**src/hdl/pse_pkg.sv**
```systemverilog
`timescale 1ns / 1ps
package pse_pkg;

   localparam int ADDR_WIDTH      = 48;
   localparam int CHAR_WIDTH      = 7;
   localparam int BYTE_WIDTH      = 8;
   localparam int COUNT_WIDTH     = 4;
   localparam int CFG_WIDTH       = 4;
   localparam int CSR_INDEX_WIDTH = 1;

   localparam logic [COUNT_WIDTH-1:0] COUNT_MAX = 4'd15;
   localparam logic [CFG_WIDTH-1:0]   CFG_RESET = 4'd4;

   localparam logic [BYTE_WIDTH-1:0] PRINT_LO = 8'h20;
   localparam logic [BYTE_WIDTH-1:0] PRINT_HI = 8'h7E;

   localparam logic KIND_ASCII = 1'b0;
   localparam logic KIND_WIDE  = 1'b1;
   localparam logic REC_CHAR   = 1'b0;
   localparam logic REC_END    = 1'b1;

   localparam logic [CSR_INDEX_WIDTH-1:0] CSR_MIN_ASCII = 1'b0;
   localparam logic [CSR_INDEX_WIDTH-1:0] CSR_MIN_WIDE  = 1'b1;

   typedef struct packed {
      logic [BYTE_WIDTH-1:0] byte_value;
      logic [ADDR_WIDTH-1:0] byte_address;
      logic                  region_last;
   } req_type;

   typedef struct packed {
      logic                  string_kind;
      logic                  record_type;
      logic [ADDR_WIDTH-1:0] start_address;
      logic [CHAR_WIDTH-1:0] char_code;
      logic                  last_of_item;
   } rsp_type;

   function automatic logic is_printable(input logic [BYTE_WIDTH-1:0] v);
      return (v >= PRINT_LO) && (v <= PRINT_HI);
   endfunction

endpackage

```
**src/hdl/printable_string_extractor_core.sv**
```systemverilog
`timescale 1ns / 1ps
// Printable string extractor. Bytes of a memory region enter on the req_ side, one word per
// cycle while req_full is low; ASCII runs (0x20..0x7E) and UTF-16LE runs paired from the region
// start are tracked side by side, and each string leaves on the rsp_ side as character words
// followed by an end word holding its start address. The front classifies a byte in the cycle
// it is taken and queues a short command (QUEUE_DEPTH entries); the back expands each command
// into its records at one rsp_ word per cycle while rsp_ words are popped, the two sides
// working in parallel. A byte causes usually zero to two records, up to 2*(MAX_MIN_LENGTH+1)
// (buffered characters, the current one and an end word per detector) when both detectors
// reach their minimum on the same byte; the queue absorbs such bursts, so the sustained rate
// is set by the slower side.
// No clearing pass is needed after reset. min lengths: csr index 0 ASCII, 1 wide, 4 bits
// each, reset 4.
module printable_string_extractor_core
   import pse_pkg::*;
#(
   parameter int MAX_MIN_LENGTH = 8,
   parameter int QUEUE_DEPTH    = 4
) (
   input  logic                       clock,
   input  logic                       reset,
   input  logic                       csr_write_enable,
   input  logic [CSR_INDEX_WIDTH-1:0] csr_index,
   input  logic [CFG_WIDTH-1:0]       csr_write_data,
   input  logic                       req_push,
   input  req_type                    req_data,
   output logic                       req_full,
   output logic                       rsp_empty,
   input  logic                       rsp_pop,
   output rsp_type                    rsp_data
);

   localparam int SLOTS    = 2 * (MAX_MIN_LENGTH + 2);
   localparam int CMD_BITS = SLOTS + 2 * ADDR_WIDTH + 2 * CHAR_WIDTH
                             + 2 * MAX_MIN_LENGTH * CHAR_WIDTH;

   logic accept, cmd_push, q_full, q_empty, q_pop;
   logic [SLOTS-1:0]                          f_mask, b_mask;
   logic [ADDR_WIDTH-1:0]                     f_a_start, f_w_start, b_a_start, b_w_start;
   logic [CHAR_WIDTH-1:0]                     f_a_char, f_w_char, b_a_char, b_w_char;
   logic [MAX_MIN_LENGTH-1:0][CHAR_WIDTH-1:0] f_a_pend, f_w_pend, b_a_pend, b_w_pend;
   logic [CMD_BITS-1:0]                       q_in, q_out;

   assign req_full = q_full;
   assign accept   = req_push && !q_full;

   pse_front #(.MAX_MIN_LENGTH(MAX_MIN_LENGTH)) u_front (
      .clock            (clock),
      .reset            (reset),
      .csr_write_enable (csr_write_enable),
      .csr_index        (csr_index),
      .csr_write_data   (csr_write_data),
      .accept           (accept),
      .req_data         (req_data),
      .cmd_push         (cmd_push),
      .cmd_mask         (f_mask),
      .cmd_a_start      (f_a_start),
      .cmd_w_start      (f_w_start),
      .cmd_a_char       (f_a_char),
      .cmd_w_char       (f_w_char),
      .cmd_a_pend       (f_a_pend),
      .cmd_w_pend       (f_w_pend)
   );

   assign q_in = {f_mask, f_a_start, f_w_start, f_a_char, f_w_char, f_a_pend, f_w_pend};

   pse_fifo #(.WIDTH(CMD_BITS), .DEPTH(QUEUE_DEPTH)) u_queue (
      .clock     (clock),
      .reset     (reset),
      .push      (cmd_push),
      .push_data (q_in),
      .full      (q_full),
      .pop       (q_pop),
      .pop_data  (q_out),
      .empty     (q_empty)
   );

   assign {b_mask, b_a_start, b_w_start, b_a_char, b_w_char, b_a_pend, b_w_pend} = q_out;

   pse_back #(.MAX_MIN_LENGTH(MAX_MIN_LENGTH)) u_back (
      .clock       (clock),
      .reset       (reset),
      .cmd_valid   (!q_empty),
      .cmd_pop     (q_pop),
      .cmd_mask    (b_mask),
      .cmd_a_start (b_a_start),
      .cmd_w_start (b_w_start),
      .cmd_a_char  (b_a_char),
      .cmd_w_char  (b_w_char),
      .cmd_a_pend  (b_a_pend),
      .cmd_w_pend  (b_w_pend),
      .rsp_pop     (rsp_pop),
      .rsp_empty   (rsp_empty),
      .rsp_data    (rsp_data)
   );

endmodule

```
**src/hdl/pse_fifo.sv**
```systemverilog
`timescale 1ns / 1ps
module pse_fifo #(
   parameter int WIDTH = 8,
   parameter int DEPTH = 4
) (
   input  logic             clock,
   input  logic             reset,
   input  logic             push,
   input  logic [WIDTH-1:0] push_data,
   output logic             full,
   input  logic             pop,
   output logic [WIDTH-1:0] pop_data,
   output logic             empty
);

   localparam int PTR_WIDTH = (DEPTH > 1) ? $clog2(DEPTH) : 1;
   localparam int CNT_WIDTH = $clog2(DEPTH + 1);
   localparam logic [PTR_WIDTH-1:0] PTR_LAST = PTR_WIDTH'(DEPTH - 1);
   localparam logic [CNT_WIDTH-1:0] CNT_FULL = CNT_WIDTH'(DEPTH);

   logic [WIDTH-1:0]     slot_ff [DEPTH];
   logic [PTR_WIDTH-1:0] wr_ptr_ff, rd_ptr_ff;
   logic [CNT_WIDTH-1:0] count_ff;
   logic                 do_push, do_pop;

   assign full     = (count_ff == CNT_FULL);
   assign empty    = (count_ff == '0);
   assign do_push  = push && !full;
   assign do_pop   = pop && !empty;
   assign pop_data = slot_ff[rd_ptr_ff];

   always_ff @(posedge clock) begin
      if (reset) begin
         wr_ptr_ff <= '0;
         rd_ptr_ff <= '0;
         count_ff  <= '0;
      end else begin
         if (do_push) begin
            wr_ptr_ff <= (wr_ptr_ff == PTR_LAST) ? '0 : wr_ptr_ff + 1'b1;
         end
         if (do_pop) begin
            rd_ptr_ff <= (rd_ptr_ff == PTR_LAST) ? '0 : rd_ptr_ff + 1'b1;
         end
         if (do_push && !do_pop) begin
            count_ff <= count_ff + 1'b1;
         end else if (do_pop && !do_push) begin
            count_ff <= count_ff - 1'b1;
         end
      end
   end

   always_ff @(posedge clock) begin
      if (do_push) begin
         slot_ff[wr_ptr_ff] <= push_data;
      end
   end

endmodule

```
**src/hdl/pse_front.sv**
```systemverilog
`timescale 1ns / 1ps
module pse_front
   import pse_pkg::*;
#(
   parameter int MAX_MIN_LENGTH = 8
) (
   input  logic                                         clock,
   input  logic                                         reset,
   input  logic                                         csr_write_enable,
   input  logic [CSR_INDEX_WIDTH-1:0]                   csr_index,
   input  logic [CFG_WIDTH-1:0]                         csr_write_data,
   input  logic                                         accept,
   input  req_type                                      req_data,
   output logic                                         cmd_push,
   output logic [2*(MAX_MIN_LENGTH+2)-1:0]              cmd_mask,
   output logic [ADDR_WIDTH-1:0]                        cmd_a_start,
   output logic [ADDR_WIDTH-1:0]                        cmd_w_start,
   output logic [CHAR_WIDTH-1:0]                        cmd_a_char,
   output logic [CHAR_WIDTH-1:0]                        cmd_w_char,
   output logic [MAX_MIN_LENGTH-1:0][CHAR_WIDTH-1:0]    cmd_a_pend,
   output logic [MAX_MIN_LENGTH-1:0][CHAR_WIDTH-1:0]    cmd_w_pend
);

   localparam logic [COUNT_WIDTH:0] MIN_CAP = (COUNT_WIDTH + 1)'(MAX_MIN_LENGTH);

   logic [CFG_WIDTH-1:0]   min_ascii_ff, min_wide_ff;
   logic [COUNT_WIDTH-1:0] a_count_ff, a_count_in, w_count_ff, w_count_in;
   logic [ADDR_WIDTH-1:0]  a_start_ff, a_start_in, w_start_ff, w_start_in;
   logic [BYTE_WIDTH-1:0]  low_byte_ff, low_byte_in;
   logic [ADDR_WIDTH-1:0]  low_addr_ff, low_addr_in;
   logic                   phase_ff, phase_in;
   logic [MAX_MIN_LENGTH-1:0][CHAR_WIDTH-1:0] a_pend_ff, w_pend_ff;

   logic [COUNT_WIDTH-1:0]    a_min, w_min, a_now, w_now;
   logic                      a_print, w_print, a_write, w_write;
   logic [MAX_MIN_LENGTH-1:0] a_flush, w_flush;
   logic                      a_chr, a_end, w_chr, w_end;

   function automatic logic [COUNT_WIDTH-1:0] eff_min(input logic [CFG_WIDTH-1:0] v);
      logic [COUNT_WIDTH-1:0] r;
      r = v;
      if (r == '0) r = COUNT_WIDTH'(1);
      if ({1'b0, r} > MIN_CAP) r = COUNT_WIDTH'(MAX_MIN_LENGTH);
      return r;
   endfunction

   // pending entries 0..old-1 go out on a flush
   function automatic logic [MAX_MIN_LENGTH-1:0] flush_bits(input logic [COUNT_WIDTH-1:0] old);
      logic [MAX_MIN_LENGTH-1:0] f;
      for (int k = 0; k < MAX_MIN_LENGTH; k++) begin
         f[k] = ({1'b0, old} > (COUNT_WIDTH + 1)'(k));
      end
      return f;
   endfunction

   always_comb begin
      a_min   = eff_min(min_ascii_ff);
      w_min   = eff_min(min_wide_ff);
      a_print = is_printable(req_data.byte_value);
      w_print = (req_data.byte_value == '0) && is_printable(low_byte_ff);
      a_now   = (a_count_ff == COUNT_MAX) ? a_count_ff : a_count_ff + 1'b1;
      w_now   = (w_count_ff == COUNT_MAX) ? w_count_ff : w_count_ff + 1'b1;

      a_count_in = a_count_ff;
      a_start_in = a_start_ff;
      a_flush    = '0;
      a_chr      = 1'b0;
      a_end      = 1'b0;
      a_write    = 1'b0;
      if (a_print) begin
         a_write = 1'b1;
         if (a_count_ff == '0) a_start_in = req_data.byte_address;
         if (a_now == a_min && a_count_ff < a_now) begin
            a_flush = flush_bits(a_count_ff);
            a_chr   = 1'b1;
         end else if (a_now > a_min) begin
            a_chr = 1'b1;
         end
         if (req_data.region_last) begin
            a_end      = (a_now >= a_min);
            a_count_in = '0;
         end else begin
            a_count_in = a_now;
         end
      end else begin
         a_end      = (a_count_ff >= a_min);
         a_count_in = '0;
      end

      w_count_in  = w_count_ff;
      w_start_in  = w_start_ff;
      low_byte_in = low_byte_ff;
      low_addr_in = low_addr_ff;
      phase_in    = phase_ff;
      w_flush     = '0;
      w_chr       = 1'b0;
      w_end       = 1'b0;
      w_write     = 1'b0;
      if (!phase_ff) begin
         if (req_data.region_last) begin
            // odd trailing byte: dropped, but it closes the wide run
            w_end      = (w_count_ff >= w_min);
            w_count_in = '0;
         end else begin
            low_byte_in = req_data.byte_value;
            low_addr_in = req_data.byte_address;
            phase_in    = 1'b1;
         end
      end else begin
         phase_in = 1'b0;
         if (w_print) begin
            w_write = 1'b1;
            if (w_count_ff == '0) w_start_in = low_addr_ff;
            if (w_now == w_min && w_count_ff < w_now) begin
               w_flush = flush_bits(w_count_ff);
               w_chr   = 1'b1;
            end else if (w_now > w_min) begin
               w_chr = 1'b1;
            end
            if (req_data.region_last) begin
               w_end      = (w_now >= w_min);
               w_count_in = '0;
            end else begin
               w_count_in = w_now;
            end
         end else begin
            w_end      = (w_count_ff >= w_min);
            w_count_in = '0;
         end
      end
   end

   assign cmd_mask    = {w_end, w_chr, w_flush, a_end, a_chr, a_flush};
   assign cmd_push    = accept && (cmd_mask != '0);
   assign cmd_a_start = a_start_in;
   assign cmd_w_start = w_start_in;
   assign cmd_a_char  = req_data.byte_value[CHAR_WIDTH-1:0];
   assign cmd_w_char  = low_byte_ff[CHAR_WIDTH-1:0];
   assign cmd_a_pend  = a_pend_ff;
   assign cmd_w_pend  = w_pend_ff;

   always_ff @(posedge clock) begin
      if (reset) begin
         min_ascii_ff <= CFG_RESET;
         min_wide_ff  <= CFG_RESET;
         a_count_ff   <= '0;
         a_start_ff   <= '0;
         w_count_ff   <= '0;
         w_start_ff   <= '0;
         low_byte_ff  <= '0;
         low_addr_ff  <= '0;
         phase_ff     <= 1'b0;
      end else begin
         if (csr_write_enable) begin
            unique case (csr_index)
               CSR_MIN_ASCII: min_ascii_ff <= csr_write_data;
               CSR_MIN_WIDE:  min_wide_ff  <= csr_write_data;
               default: ;
            endcase
         end
         if (accept) begin
            a_count_ff  <= a_count_in;
            a_start_ff  <= a_start_in;
            w_count_ff  <= w_count_in;
            w_start_ff  <= w_start_in;
            low_byte_ff <= low_byte_in;
            low_addr_ff <= low_addr_in;
            phase_ff    <= phase_in;
         end
      end
   end

   always_ff @(posedge clock) begin
      for (int k = 0; k < MAX_MIN_LENGTH; k++) begin
         if (accept && a_write && ({1'b0, a_count_ff} == (COUNT_WIDTH + 1)'(k))) begin
            a_pend_ff[k] <= req_data.byte_value[CHAR_WIDTH-1:0];
         end
         if (accept && w_write && ({1'b0, w_count_ff} == (COUNT_WIDTH + 1)'(k))) begin
            w_pend_ff[k] <= low_byte_ff[CHAR_WIDTH-1:0];
         end
      end
   end

endmodule

```
**src/hdl/pse_back.sv**
```systemverilog
`timescale 1ns / 1ps
module pse_back
   import pse_pkg::*;
#(
   parameter int MAX_MIN_LENGTH = 8
) (
   input  logic                                      clock,
   input  logic                                      reset,
   input  logic                                      cmd_valid,
   output logic                                      cmd_pop,
   input  logic [2*(MAX_MIN_LENGTH+2)-1:0]           cmd_mask,
   input  logic [ADDR_WIDTH-1:0]                     cmd_a_start,
   input  logic [ADDR_WIDTH-1:0]                     cmd_w_start,
   input  logic [CHAR_WIDTH-1:0]                     cmd_a_char,
   input  logic [CHAR_WIDTH-1:0]                     cmd_w_char,
   input  logic [MAX_MIN_LENGTH-1:0][CHAR_WIDTH-1:0] cmd_a_pend,
   input  logic [MAX_MIN_LENGTH-1:0][CHAR_WIDTH-1:0] cmd_w_pend,
   input  logic                                      rsp_pop,
   output logic                                      rsp_empty,
   output rsp_type                                   rsp_data
);

   localparam int SLOTS_PER = MAX_MIN_LENGTH + 2;
   localparam int SLOTS     = 2 * SLOTS_PER;

   logic [SLOTS-1:0]                          mask_ff, mask_left, sel;
   logic [ADDR_WIDTH-1:0]                     a_start_ff, w_start_ff;
   logic [CHAR_WIDTH-1:0]                     a_char_ff, w_char_ff;
   logic [MAX_MIN_LENGTH-1:0][CHAR_WIDTH-1:0] a_pend_ff, w_pend_ff;
   logic                                      out_valid_ff, out_free, emit;
   rsp_type                                   rsp_ff, record;

   assign out_free  = !out_valid_ff || rsp_pop;
   assign emit      = (mask_ff != '0) && out_free;
   assign sel       = mask_ff & (~mask_ff + 1'b1);   // lowest pending slot
   assign mask_left = emit ? (mask_ff & ~sel) : mask_ff;
   assign cmd_pop   = (mask_left == '0) && cmd_valid;
   assign rsp_empty = !out_valid_ff;
   assign rsp_data  = rsp_ff;

   // slot order per word: buffered chars, current char, end record; ASCII first
   always_comb begin
      record               = '0;
      record.last_of_item  = (mask_left == '0);
      record.start_address = sel[SLOTS-1:SLOTS_PER] != '0 ? w_start_ff : a_start_ff;
      for (int d = 0; d < 2; d++) begin
         for (int j = 0; j < SLOTS_PER; j++) begin
            if (sel[d*SLOTS_PER + j]) begin
               record.string_kind = (d == 0) ? KIND_ASCII : KIND_WIDE;
               if (j < MAX_MIN_LENGTH) begin
                  record.record_type = REC_CHAR;
                  record.char_code   = (d == 0) ? a_pend_ff[j] : w_pend_ff[j];
               end else if (j == MAX_MIN_LENGTH) begin
                  record.record_type = REC_CHAR;
                  record.char_code   = (d == 0) ? a_char_ff : w_char_ff;
               end else begin
                  record.record_type = REC_END;
                  record.char_code   = '0;
               end
            end
         end
      end
   end

   always_ff @(posedge clock) begin
      if (reset) begin
         out_valid_ff <= 1'b0;
         mask_ff      <= '0;
      end else begin
         if (emit) begin
            out_valid_ff <= 1'b1;
         end else if (rsp_pop) begin
            out_valid_ff <= 1'b0;
         end
         mask_ff <= cmd_pop ? cmd_mask : mask_left;
      end
   end

   always_ff @(posedge clock) begin
      if (emit) begin
         rsp_ff <= record;
      end
      if (cmd_pop) begin
         a_start_ff <= cmd_a_start;
         w_start_ff <= cmd_w_start;
         a_char_ff  <= cmd_a_char;
         w_char_ff  <= cmd_w_char;
         a_pend_ff  <= cmd_a_pend;
         w_pend_ff  <= cmd_w_pend;
      end
   end

   // the front never queues a word that yields no records
   a_no_empty_cmd: assert property (@(posedge clock) disable iff (reset)
      cmd_pop |-> (cmd_mask != '0))
      else $error("queued word with no records");

   // a blocked record keeps its slot set
   a_hold_when_blocked: assert property (@(posedge clock) disable iff (reset)
      (mask_ff != '0) && out_valid_ff && !rsp_pop |=> $stable(mask_ff))
      else $error("slot mask moved while output blocked");

   // each emitted record retires exactly one slot
   a_one_slot: assert property (@(posedge clock) disable iff (reset)
      emit |-> ($countones(mask_ff) == $countones(mask_left) + 1))
      else $error("emit did not retire one slot");

   // next word is only taken once the current one has finished
   a_load_when_done: assert property (@(posedge clock) disable iff (reset)
      cmd_pop |-> (!emit ? (mask_ff == '0) : ($countones(mask_ff) == 1)))
      else $error("word loaded over unfinished records");

endmodule
```
**config.mk**
```make
export PLATFORM = sky130hd
export DESIGN_NAME = printable_string_extractor_core
export DESIGN_NICKNAME = d
export VERILOG_FILES = /design/src/hdl/pse_pkg.sv /design/src/hdl/printable_string_extractor_core.sv /design/src/hdl/pse_fifo.sv /design/src/hdl/pse_front.sv /design/src/hdl/pse_back.sv
export SDC_FILE = /design/constraint.sdc
export NUM_CORES = 1
export LEC_CHECK = 0
export BUFFER_PORTS_ARGS = -buffer_cell sky130_fd_sc_hd__buf_2
export CAP_MARGIN = 15
export CELL_PAD_IN_SITES_DETAIL_PLACEMENT = 1
export CELL_PAD_IN_SITES_GLOBAL_PLACEMENT = 1
export CORE_MARGIN = 4
export CORE_UTILIZATION = 49
export CTS_CLUSTER_DIAMETER = 50
export DETAILED_ROUTE_END_ITERATION = 8
export PLACE_DENSITY = 0.72
export SYNTH_ARGS = -nofsm -noshare
export SYNTH_HDL_FRONTEND = slang
export SYNTH_SLANG_ARGS = --single-unit
```
**constraint.sdc**
```tcl
create_clock -name clock -period 8.57 [get_ports clock]
set_clock_uncertainty 0.15 [all_clocks]
set_input_delay 0.4285 -clock clock [delete_from_list [all_inputs] [get_ports clock]]
set_output_delay 0.4285 -clock clock [all_outputs]
set_load 0.02 [all_outputs]
```
=== Word level (Yosys, flattened, before mapping) ===
Memories as Yosys holds them, arrays and structs flattened. A register that Yosys moved wholly into a read port is not among the register bits.
Cells that the tools add are included.
Widths: inputs -> output; s select.

* Register bits after elaboration: 589
* Bits in writable memories: 968
* Bits of input ports: 67
* Output and inout port bits: 60
* Logic and storage cells: 258
* Memories: 1

{| class="wikitable"
|+ Memory list
! memory !! words !! width !! rd ports !! clocked after memory_dff !! write ports !! line !! text
|-
| u_queue.slot_ff || 4 || 242 || 1 || 1 || 1 || pse_fifo.sv:21 || <nowiki>logic [WIDTH-1:0] slot_ff [DEPTH];</nowiki>
|}

* $add $sub $neg: 7
* $lt $le $gt $ge: 30
* Equality and inequality tests: 21
* Multiplexer cells: 82
* Bitwise operators: 7
* Reductions and logical operators: 55

{| class="wikitable"
|+ Operator list
! operator !! count
|-
| $mux 48 || 6
|-
| $mux 7 || 19
|-
| $mux 4 || 12
|-
| $and 20x20->20 || 2
|-
| $mux 20 || 2
|-
| $mux 8 || 5
|-
| $not 20->20 || 2
|-
| $reduce_bool 20->1 || 2
|-
| $eq 4x3->1 const B || 8
|-
| $gt 4x3->1 const B || 8
|-
| $mux 1 || 32
|-
| $logic_and 1x1->1 || 31
|-
| $add 20x1->20 const B || 1
|-
| $logic_not 20->1 || 1
|-
| $eq 4x2->1 const B || 4
|-
| $ge 4x4->1 || 4
|-
| $ge 8x6->1 const B || 2
|-
| $gt 4x1->1 const B || 4
|-
| $gt 4x2->1 const B || 4
|-
| $le 8x7->1 const B || 2
|-
| $logic_not 4->1 || 4
|-
| $reduce_bool 10->1 || 1
|-
| $reduce_or 10->1 || 1
|-
| $add 4x1->4 const B || 2
|-
| other kinds (21) || 43
|}

=== Logic depth before layout (Yosys ltp) ===
Gate-level depths: netlist of the first run.

* Depth in word-level cells: 22
* Depth in mapped cells: 18
* Mapped depth without buffers: 17

=== Hierarchy ===
A second synthesis of the first run with hierarchy kept.

* Cell total of the unflattened synthesis: 3162
* Area, all modules: 58250.9 sq um

{| class="wikitable"
|+ Modules (own cells, without submodules)
! module !! instances !! cells each !! area each (sq um) !! sequential area each (sq um)
|-
| pse_fifo || 1 || 1314 || 35376.4 || 29248.1
|-
| pse_front || 1 || 1102 || 11702.5 || 6746.5
|-
| pse_back || 1 || 744 || 11154.4 || 8828.5
|-
| printable_string_extractor_core || 1 || 2 || 17.5 || 0.0
|}

=== Least setup slack after synthesis of the first run ===
OpenSTA, ideal clock, no wires.

* Kind: flip-flop to flip-flop
* Start: register u_front.a_count_ff[0]
* End: memory u_queue.slot_ff[2][0] in the netlist's numbering, enable pin
* Library setup time: 633 ps
* Data arrival time: 7864 ps
* Data required time: 7787 ps
* Setup slack: -77 ps
* Cell stages (with the launch flop): 13
* Buffers on the path: 1
* Clock period less this slack: 8647 ps
* Cell sequence: dfxtp_1 > clkbuf_1 > inv_1 > ha_1 > nand2_1 > o21ai_0 > ha_1 > nand3_1 > a21oi_1 > o22ai_1 > a2bb2oi_1 > a31oi_1 > and2_1

* Longest elaborated chain between the ends: 11
* Elaborated cells between the ends (all ways): 29
* Classes of those cells: add/sub (1); order compare (12); eq/ne (2); mux (10); reduce/logical (4)

{| class="wikitable"
|+ Ends and longest elaborated chain
! item !! line !! text
|-
| from (decl) || pse_front.sv:27 || <nowiki>logic [COUNT_WIDTH-1:0] a_count_ff, a_count_in, w_count_ff, w_count_in;</nowiki>
|-
| from (signal assigned) || pse_front.sv:162 || <nowiki>a_count_ff <= a_count_in;</nowiki>
|-
| $add 4x1->4 or $eq 4x4->1 (tied branches) || pse_front.sv:61 || <nowiki>a_now = (a_count_ff == COUNT_MAX) ? a_count_ff : a_count_ff + 1'b1;</nowiki>
|-
| $mux 4 || pse_front.sv:61 ||
|-
| $gt 4x4->1, or another cell as far along || pse_front.sv:76 || <nowiki>end else if (a_now > a_min) begin</nowiki>
|-
| $mux 1 or $logic_and 1x1->1 (tied branches) || pse_front.sv:76, pse_front.sv:73 ||
|-
| $mux 1 or $mux 8 (tied branches) || pse_front.sv:73 || <nowiki>if (a_now == a_min && a_count_ff < a_now) begin</nowiki>
|-
| $mux 1 or $mux 8 (tied branches) || pse_front.sv:70 || <nowiki>if (a_print) begin</nowiki>
|-
| $reduce_bool 20->1 (*) || pse_front.sv:134 || <nowiki>assign cmd_push = accept && (cmd_mask != '0);</nowiki>
|-
| $logic_and 1x1->1 (*) || pse_front.sv:134 ||
|-
| $logic_and 1x1->1 (*) || pse_fifo.sv:28 || <nowiki>assign do_push = push && !full;</nowiki>
|-
| named net u_queue.do_push || pse_fifo.sv:24 || <nowiki>logic do_push, do_pop;</nowiki>
|-
| $mux 1 (*) || pse_fifo.sv:53 || <nowiki>if (do_push) begin</nowiki>
|-
| $mux 1 (implied by the code) (*) || pse_fifo.sv:54 || <nowiki>slot_ff[wr_ptr_ff] <= push_data;</nowiki>
|-
| to (decl) || pse_fifo.sv:21 ||
|}

The timed path passes the listed nets; every way through them passes the cells marked *.

=== Worst setup path after layout of the first run ===
* Start: register u_front.a_count_ff[0]
* End: memory u_queue.slot_ff[1][188] in the netlist's numbering, enable pin

Same word-level chain as after synthesis.

==> impl_results.md, run 1 <==
* Outcome: completed
* Slowest-stage cell, CP: buf_4
* Gate power share at 0.250
* GR Overflow Total at 0
* Worst EP arrival at 5.77 ns
* Largest net degree at the start of global routing at 157
* Slew Limit Headroom at 0.211
* TritonCTS Buffers at 161
* Worst setup path category: flop to flop
* Final min period at 5.56 ns
* Clk pwr share at 0.293
* P_sw at 7340 uW
* Final WL at 136000 um
* # resized after CTS at 0
* Avg WL per Cell at 27.0 um
* R2r setup slk at 3.01 ns
* Least-Margin Pin Slew at 1.18 ns
* # fillers at 10256
* Cell Chain, Critical Path: ha_1, nor2_1, a21oi_1, inv_1, ha_1, a21o_1, a21o_1, nand2b_1, o22ai_1, a2bb2oi_1, a31oi_1, and2_4, buf_4
* Fraction of layout cells with a size suffix above 1 at 0.232
* FP Rows at 125
* Synthesized area at 57900 um2
* Clk sinks at 1559
* Via count of the first global-routing pass at 31860
* Starting Density at 0.496
* Hold slack final at 0.0533 ns
* P_leak at 0.0212 uW
* Hold Crit Start: req_data[52]
* Reg2reg start: u_front.a_count_ff[0]
* DR iter-0 viols at 2660
* Startpoint types: flop
* Syn Area/Cell at 18.5 um2
* Setup TNS at 0 ns
* Power per cell area at 351 nW/um2
* CTS H-tree lvls at 4
* Critical Path RT at 8.78 ns
* Setup crit start: u_front.a_count_ff[0]
* CTS tree: yes
* Die W at 352 um
* Final worst path period share at 0.649
* Synth unique cells at 74
* Crit end category: flop
* Clk Latency, worst-skew pair at 0.76 ns
* Post-synth EDFFs at 1360
* DRT Pass-1 Iters at 8
* Total global-route track usage at 0.224
* Hold WC Path Type: input port to flop
* Endpoints failing setup at 0
* Register area share after synthesis at 0.774
* Area Growth Syn to Fin at 14.2%
* Sequential Power Share at 0.458
* Port Buffers at 126
* Hold violation count in the final report at 0
* Die height at 352 um
* Synth Flop Type: edfxtp_1
* YS warnings at 0
* Unrepaired setup endpoints after global routing: false
* Core area at 117000 um2
* Final-report max-slew violation count at 0
* Clock Tree Root: clkbuf_16
* Async SR Flop Fraction at 0
* Switching Fraction at 0.316
* Routed Antenna Nets at 0
* DRC Markers at 0
* Worst VDD drop at 0.000440 V
* Final net count at 3460
* Internal power at 15900 uW
* Synthesized net count at 3227
* Detailed-placement wirelength estimate at 76500 um
* Clock-pin slew on the worst setup and hold paths at 0.06 ns
* CP Max Fanout at 69
* Post-synthesis cell count at 3125
* Fmax at 180 MHz
* Via count at 29529
* Routability cong. at 0.836
* # IOs at 127
* Number of synthesized register bits at 1559
* First-pass GRT wire length at 206000 um
* Crit path largest cell delay at 0.92 ns
* Initial antenna violation count at 11
* Vias per cell at 5.88
* Max cap viols at 0
* Max Root-Sink Buffers at 3
* Die area at 124000 um2
==> synth_stat cells (all sizes together), types with 6 or more instances <==
cell type | n | area (um2)
edfxtp | 1360 | 40800
nand2 | 384 | 1440
mux4 | 242 | 5450
a21oi | 199 | 996
dfxtp | 199 | 3980
mux2 | 146 | 1640
clkbuf | 111 | 417
nor2 | 60 | 228
buf | 45 | 181
nand3 | 39 | 208
ha | 34 | 425
o21ai | 32 | 160
inv | 27 | 101
nor3 | 22 | 133
and2 | 21 | 131
a22oi | 20 | 150
o22ai | 17 | 106
and3 | 16 | 100
nand4 | 10 | 77.6
nor2b | 10 | 62.6
a221oi | 8 | 70.1
a31oi | 7 | 43.8
mux2i | 7 | 70.1
o211ai | 7 | 52.6
o32ai | 7 | 61.3
o41ai | 7 | 76.3
a21o | 6 | 45.0
o221ai | 6 | 52.6
or3 | 6 | 37.5
==> area by class of cell <==
| class | count | area, um2 | share of cell area |
|---|---|---|---|
| Clock inverter | 96 | 818 | 0.0124 |
| Multi-Input combinational cell | 1382 | 12500 | 0.188 |
| Clock buffer | 202 | 4380 | 0.0661 |
| Antenna cell | 5 | 12.5 | 0.000189 |
| Timing Repair Buffer | 226 | 1660 | 0.0250 |
| Inverter | 28 | 114 | 0.00172 |
| Tap cell | 1524 | 1910 | 0.0288 |
| Sequential cell | 1559 | 44800 | 0.677 |
==> what timing repair did <==
item                                   CTS  global route
hold buffers                            69             0
setup buffers                            0             0
endpoints found under the hold margin  383             0
==> kinds of logic after synthesis <==
logic type | Yosys count | share of synthesized area
muxes | 395 | 0.124
buffers and inverters | 184 | 0.0122
adders and majority gates | 36 | 0.00786
DFF | 1559 | 0.774
AOI/OAI and AO/OA | 346 | 0.0359
xor gates and xnor gates | 6 | 0.000907
and+or+nand+nor | 599 | 0.0461
==> stage by stage <==
stage	std cells	util	cell area, um2	total power, uW	setup WS, ns
4_1_cts	5017	0.566	66200	23500	3.06
2_1_floorplan	3125	-	58000	14400	2.61
6_report	5022	0.567	66200	23200	3.01
3_5_place_dp	4650	0.516	60300	16600	3.17
3_3_place_gp	4649	0.516	60300	16400	3.27
5_1_grt	5019	0.566	66200	24200	2.74
==> final timing paths <==
check,cells after the start,to
setup reg to reg,13,u_queue.slot_ff[1][188]
setup / recovery,13,u_queue.slot_ff[1][188]
hold / removal,1,u_front.cmd_a_pend[24]
hold reg to reg,2,u_front.w_start_ff[40]
==> per-layer routing <==
layer / wire [um] / global-route usage
met3: 7620 / 0.0440
met5: 22 / 0
met2: 68400 / 0.376
met1: 56600 / 0.302
met4: 3190 / 0.0648
==> cells in the final DEF (no fill, tap or decap), types with 10 or more instances in the layout <==
| master | synthesis | routed |
|---|---|---|
| a22oi_1 | 20 | 20 |
| clkinv_1 | 0 | 35 |
| and2_1 | 21 | 17 |
| mux4_2 | 242 | 242 |
| buf_4 | 0 | 23 |
| inv_1 | 27 | 26 |
| buf_2 | 4 | 125 |
| nor3_1 | 20 | 19 |
| dlygate4sd3_1 | 0 | 69 |
| clkbuf_16 | 0 | 165 |
| clkbuf_8 | 0 | 11 |
| edfxtp_1 | 1360 | 1360 |
| and3_1 | 16 | 16 |
| nand2_1 | 384 | 383 |
| ha_1 | 34 | 34 |
| nand3_1 | 38 | 37 |
| a21oi_1 | 199 | 199 |
| mux2_2 | 145 | 145 |
| o22ai_1 | 17 | 17 |
| nor2_1 | 59 | 57 |
| clkinv_2 | 1 | 24 |
| dfxtp_1 | 199 | 197 |
| o21ai_0 | 30 | 30 |
| clkbuf_1 | 111 | 26 |
| nor2b_1 | 10 | 10 |
| inv_6 | 0 | 10 |
==> registers in the layout, summed over array words and instances, names as in the netlist, 3 cells and up, named ones only <==
signal,cells
u_back.a_char_ff,7
u_back.a_pend_ff,56
u_back.a_start_ff,48
u_back.mask_ff,20
u_back.rsp_data,58
u_back.w_char_ff,7
u_back.w_pend_ff,56
u_back.w_start_ff,48
u_front.a_count_ff,4
u_front.a_start_ff,48
u_front.cmd_a_pend,56
u_front.cmd_w_pend,56
u_front.low_addr_ff,48
u_front.low_byte_ff,8
u_front.min_ascii_ff,4
u_front.min_wide_ff,4
u_front.w_count_ff,4
u_front.w_start_ff,48
u_queue.count_ff,3
u_queue.slot_ff,968
==> power groups by stage <==
stage | clock network (uW) | logic [uW] | registers [uW]
finish | 6800 | 5800 | 10600
global route | 7290 | 6180 | 10700
CTS | 6940 | 5890 | 10600
detailed placement | 0 | 5820 | 10800
global placement | 0 | 5690 | 10700
floorplan | 0 | 3510 | 10900
==> critical path: cells and delay by family (launching register included) <==
kind | cells | cell delay (ns)
AOI/OAI and AO/OA | 6 | 1.62
buffers and inverters | 2 | 1.01
and+or+nand+nor | 3 | 1.00
adders and majority gates | 2 | 0.64
DFF | 1 | 0.56
Power figures use the tool's default switching activity.
==> run 2: changes to the inputs <==
clock period = 4.9 ns   (was 8.57 ns; I/O delays follow)
==> run 2 against run 1 <==
Compared with the run above: power increased by 75%; wire length up 0.74%; clock-buffer cell count rose by 4; final area is 0.66% higher; register-to-register slack lost 2.6 ns; highest routed layer unchanged; maximum frequency rose by 24%; die area unchanged.
==> impl_results.md, run 2 (same netlist as run 1, synthesis figures left out) <==
* Via count of the first global-routing pass at 32304 (+1.4%)
* Worst slack at placement at 0.504 ns (-2.66 ns)
* Max cap viols at 0 (unchanged)
* Clock Tree Root: clkbuf_16
* Outcome: completed
* Crit end category: flop
* CP Max Fanout at 56 (-19%)
* CTS tree: yes
* Worst EP arrival at 4.77 ns (-1.00 ns)
* DR iter-0 viols at 2480 (-6.8%)
* P_leak at 0.0214 uW (+0.96%)
* DRC Markers at 0 (unchanged)
* Port Buffers at 126 (unchanged)
* Die W at 352 um (unchanged)
* Hold WC Path Type: input port to flop
* Worst VDD drop at 0.000808 V (+83%)
* Least-Margin Pin Slew at 1.06 ns (-0.121 ns)
* Final min period at 4.50 ns (-1.06 ns)
* P_sw at 12700 uW (+74%)
* Max Root-Sink Buffers at 3 (unchanged)
* Power per cell area at 609 nW/um2 (+73%)
* Slew Limit Headroom at 0.292 (+0.0804)
* Area Growth Syn to Fin at 15.0%
* Gate power share at 0.257 (+0.007)
* Largest net degree at the start of global routing at 117 (-25%)
* Dpl cells at 4681 (+0.67%)
* Die height at 352 um (unchanged)
* Final-report max-slew violation count at 0 (unchanged)
* Total power at 40600 uW (+75%)
* Detailed-placement wirelength estimate at 81800 um (+7.0%)
* Vias per cell at 5.88 (about the same)
* Final WL at 137000 um (+0.74%)
* DRT Pass-1 Iters at 5 (-3)
* Via count at 29760 (+0.78%)
* Critical Path RT at 5.17 ns (-3.61 ns)
* Clk Latency, worst-skew pair at 0.76 ns (about the same)
* Hold violation count in the final report at 0 (unchanged)
* Clock-pin slew on the worst setup and hold paths at 0.06 ns (about the same)
* Initial antenna violation count at 10 (-1)
* FP Rows at 125 (unchanged)
* Endpoints failing setup at 0 (unchanged)
* Most common cell after layout, fill and taps aside: edfxtp_1
* Setup repair bufs after CTS at 0 (unchanged)
* Clk sinks at 1559 (unchanged)
* Worst Setup Slack, final at 0.399 ns (-2.61 ns)
* CTS H-tree lvls at 4 (unchanged)
* Post-Layout Cell Count at 5060 (+0.76%)
* Commonest cells after routing, fill and taps aside: 1360 x edfxtp_1, 383 x nand2_1, 242 x mux4_2
* # IOs at 127 (unchanged)
* Die area at 124000 um2 (unchanged)
* Routed Antenna Nets at 0 (unchanged)
* Avg WL per Cell at 27.0 um (about the same)
* First-pass GRT wire length at 208000 um (+1.1%)
* Internal power at 27800 uW (+75%)
* TritonCTS Buffers at 157 (-2.5%)
* Fmax at 222 MHz (+24%)
* Hold slack final at 0.149 ns (+0.0954 ns)
* Total global-route track usage at 0.226 (+0.00150)
* Routability cong. at 0.868 (+3.8%)
* Final net count at 3499 (+1.1%)
* Clk pwr share at 0.285 (-0.008)
* Largest Register: u_queue.slot_ff
* Flip-flop count of the largest register after layout at 968 (unchanged)
* Startpoint types: flop
* Switching Fraction at 0.314 (-0.00159)
* Core area at 117000 um2 (unchanged)
* Worst setup path category: flop to flop
* Unrepaired setup endpoints after global routing: false
* Starting Density at 0.496 (unchanged)
* Final worst path period share at 0.919 (+0.270)
* Sequential Power Share at 0.458 (about the same)
* Fraction of layout cells with a size suffix above 1 at 0.234 (+0.00217)
* GR Overflow Total at 0 (unchanged)
run 2: path summary, 6_finish.rpt:
kind | end | cells past startpoint | slack, ns | start
worst min-delay path | u_front.a_start_ff[35] | 4 | 0.15 | req_data[36]
worst min register to register | u_front.w_start_ff[1] | 2 | 0.30 | u_front.w_start_ff[1]
worst max register to register | u_back.a_pend_ff[43] | 8 | 0.40 | u_back.mask_ff[1]
worst max-delay path | u_back.a_pend_ff[43] | 8 | 0.40 | u_back.mask_ff[1]
run 2: routing by layer:
layer  track usage  share of wire  vias up
met5             0        0.00020        -
met4        0.0605          0.021        4
met3        0.0383          0.053      192
met2         0.379           0.50      869
met1         0.309           0.42    15813
li1              -              -    12882
run 2: worst max-delay path: stages, from the launching register on:
cell,delay [ns]
dfxtp_1,0.47
nor3_4,0.72
nand4_4,0.33
nor3_1,0.53
o21ai_0,0.23
nor4_4,0.42
nand3_4,0.35
inv_8,0.54
buf_4,0.38
run 2: metrics by stage:
step                       TNS, ns  instance area (um2)  utilization
final                            0                66600        0.570
after global routing             0                66600        0.570
after CTS                        0                66600        0.570
after detailed placement         0                60800        0.520
after global placement           0                60800        0.520
after floorplan           -1043.48                58000            -
run 2: timing repair:
action,CTS,global route
hold endpoints to repair,440,0
hold buffers,81,0
resized for setup,0,0
run 2: power by group through the flow:
stage          Sequential, uW  Clock [uW]  Combinational (uW)
3_3_place_gp            18700           0               10100
3_5_place_dp            18800           0               10400
5_1_grt                 18700       12400               11100
4_1_cts                 18600       11800               10600
2_1_floorplan           18300           0                4850
6_report                18600       11600               10400
run 2: area by class of cell:
cell class / count / area [um2]
timing repair buffer: 269 / 2280
multi-input combinational: 1382 / 12500
fill: 10182 / 50200
clock inverter: 85 / 749
antenna: 7 / 17.5
sequential: 1559 / 44800
clock buffer: 206 / 4260
tap: 1524 / 1910
inverter: 28 / 113
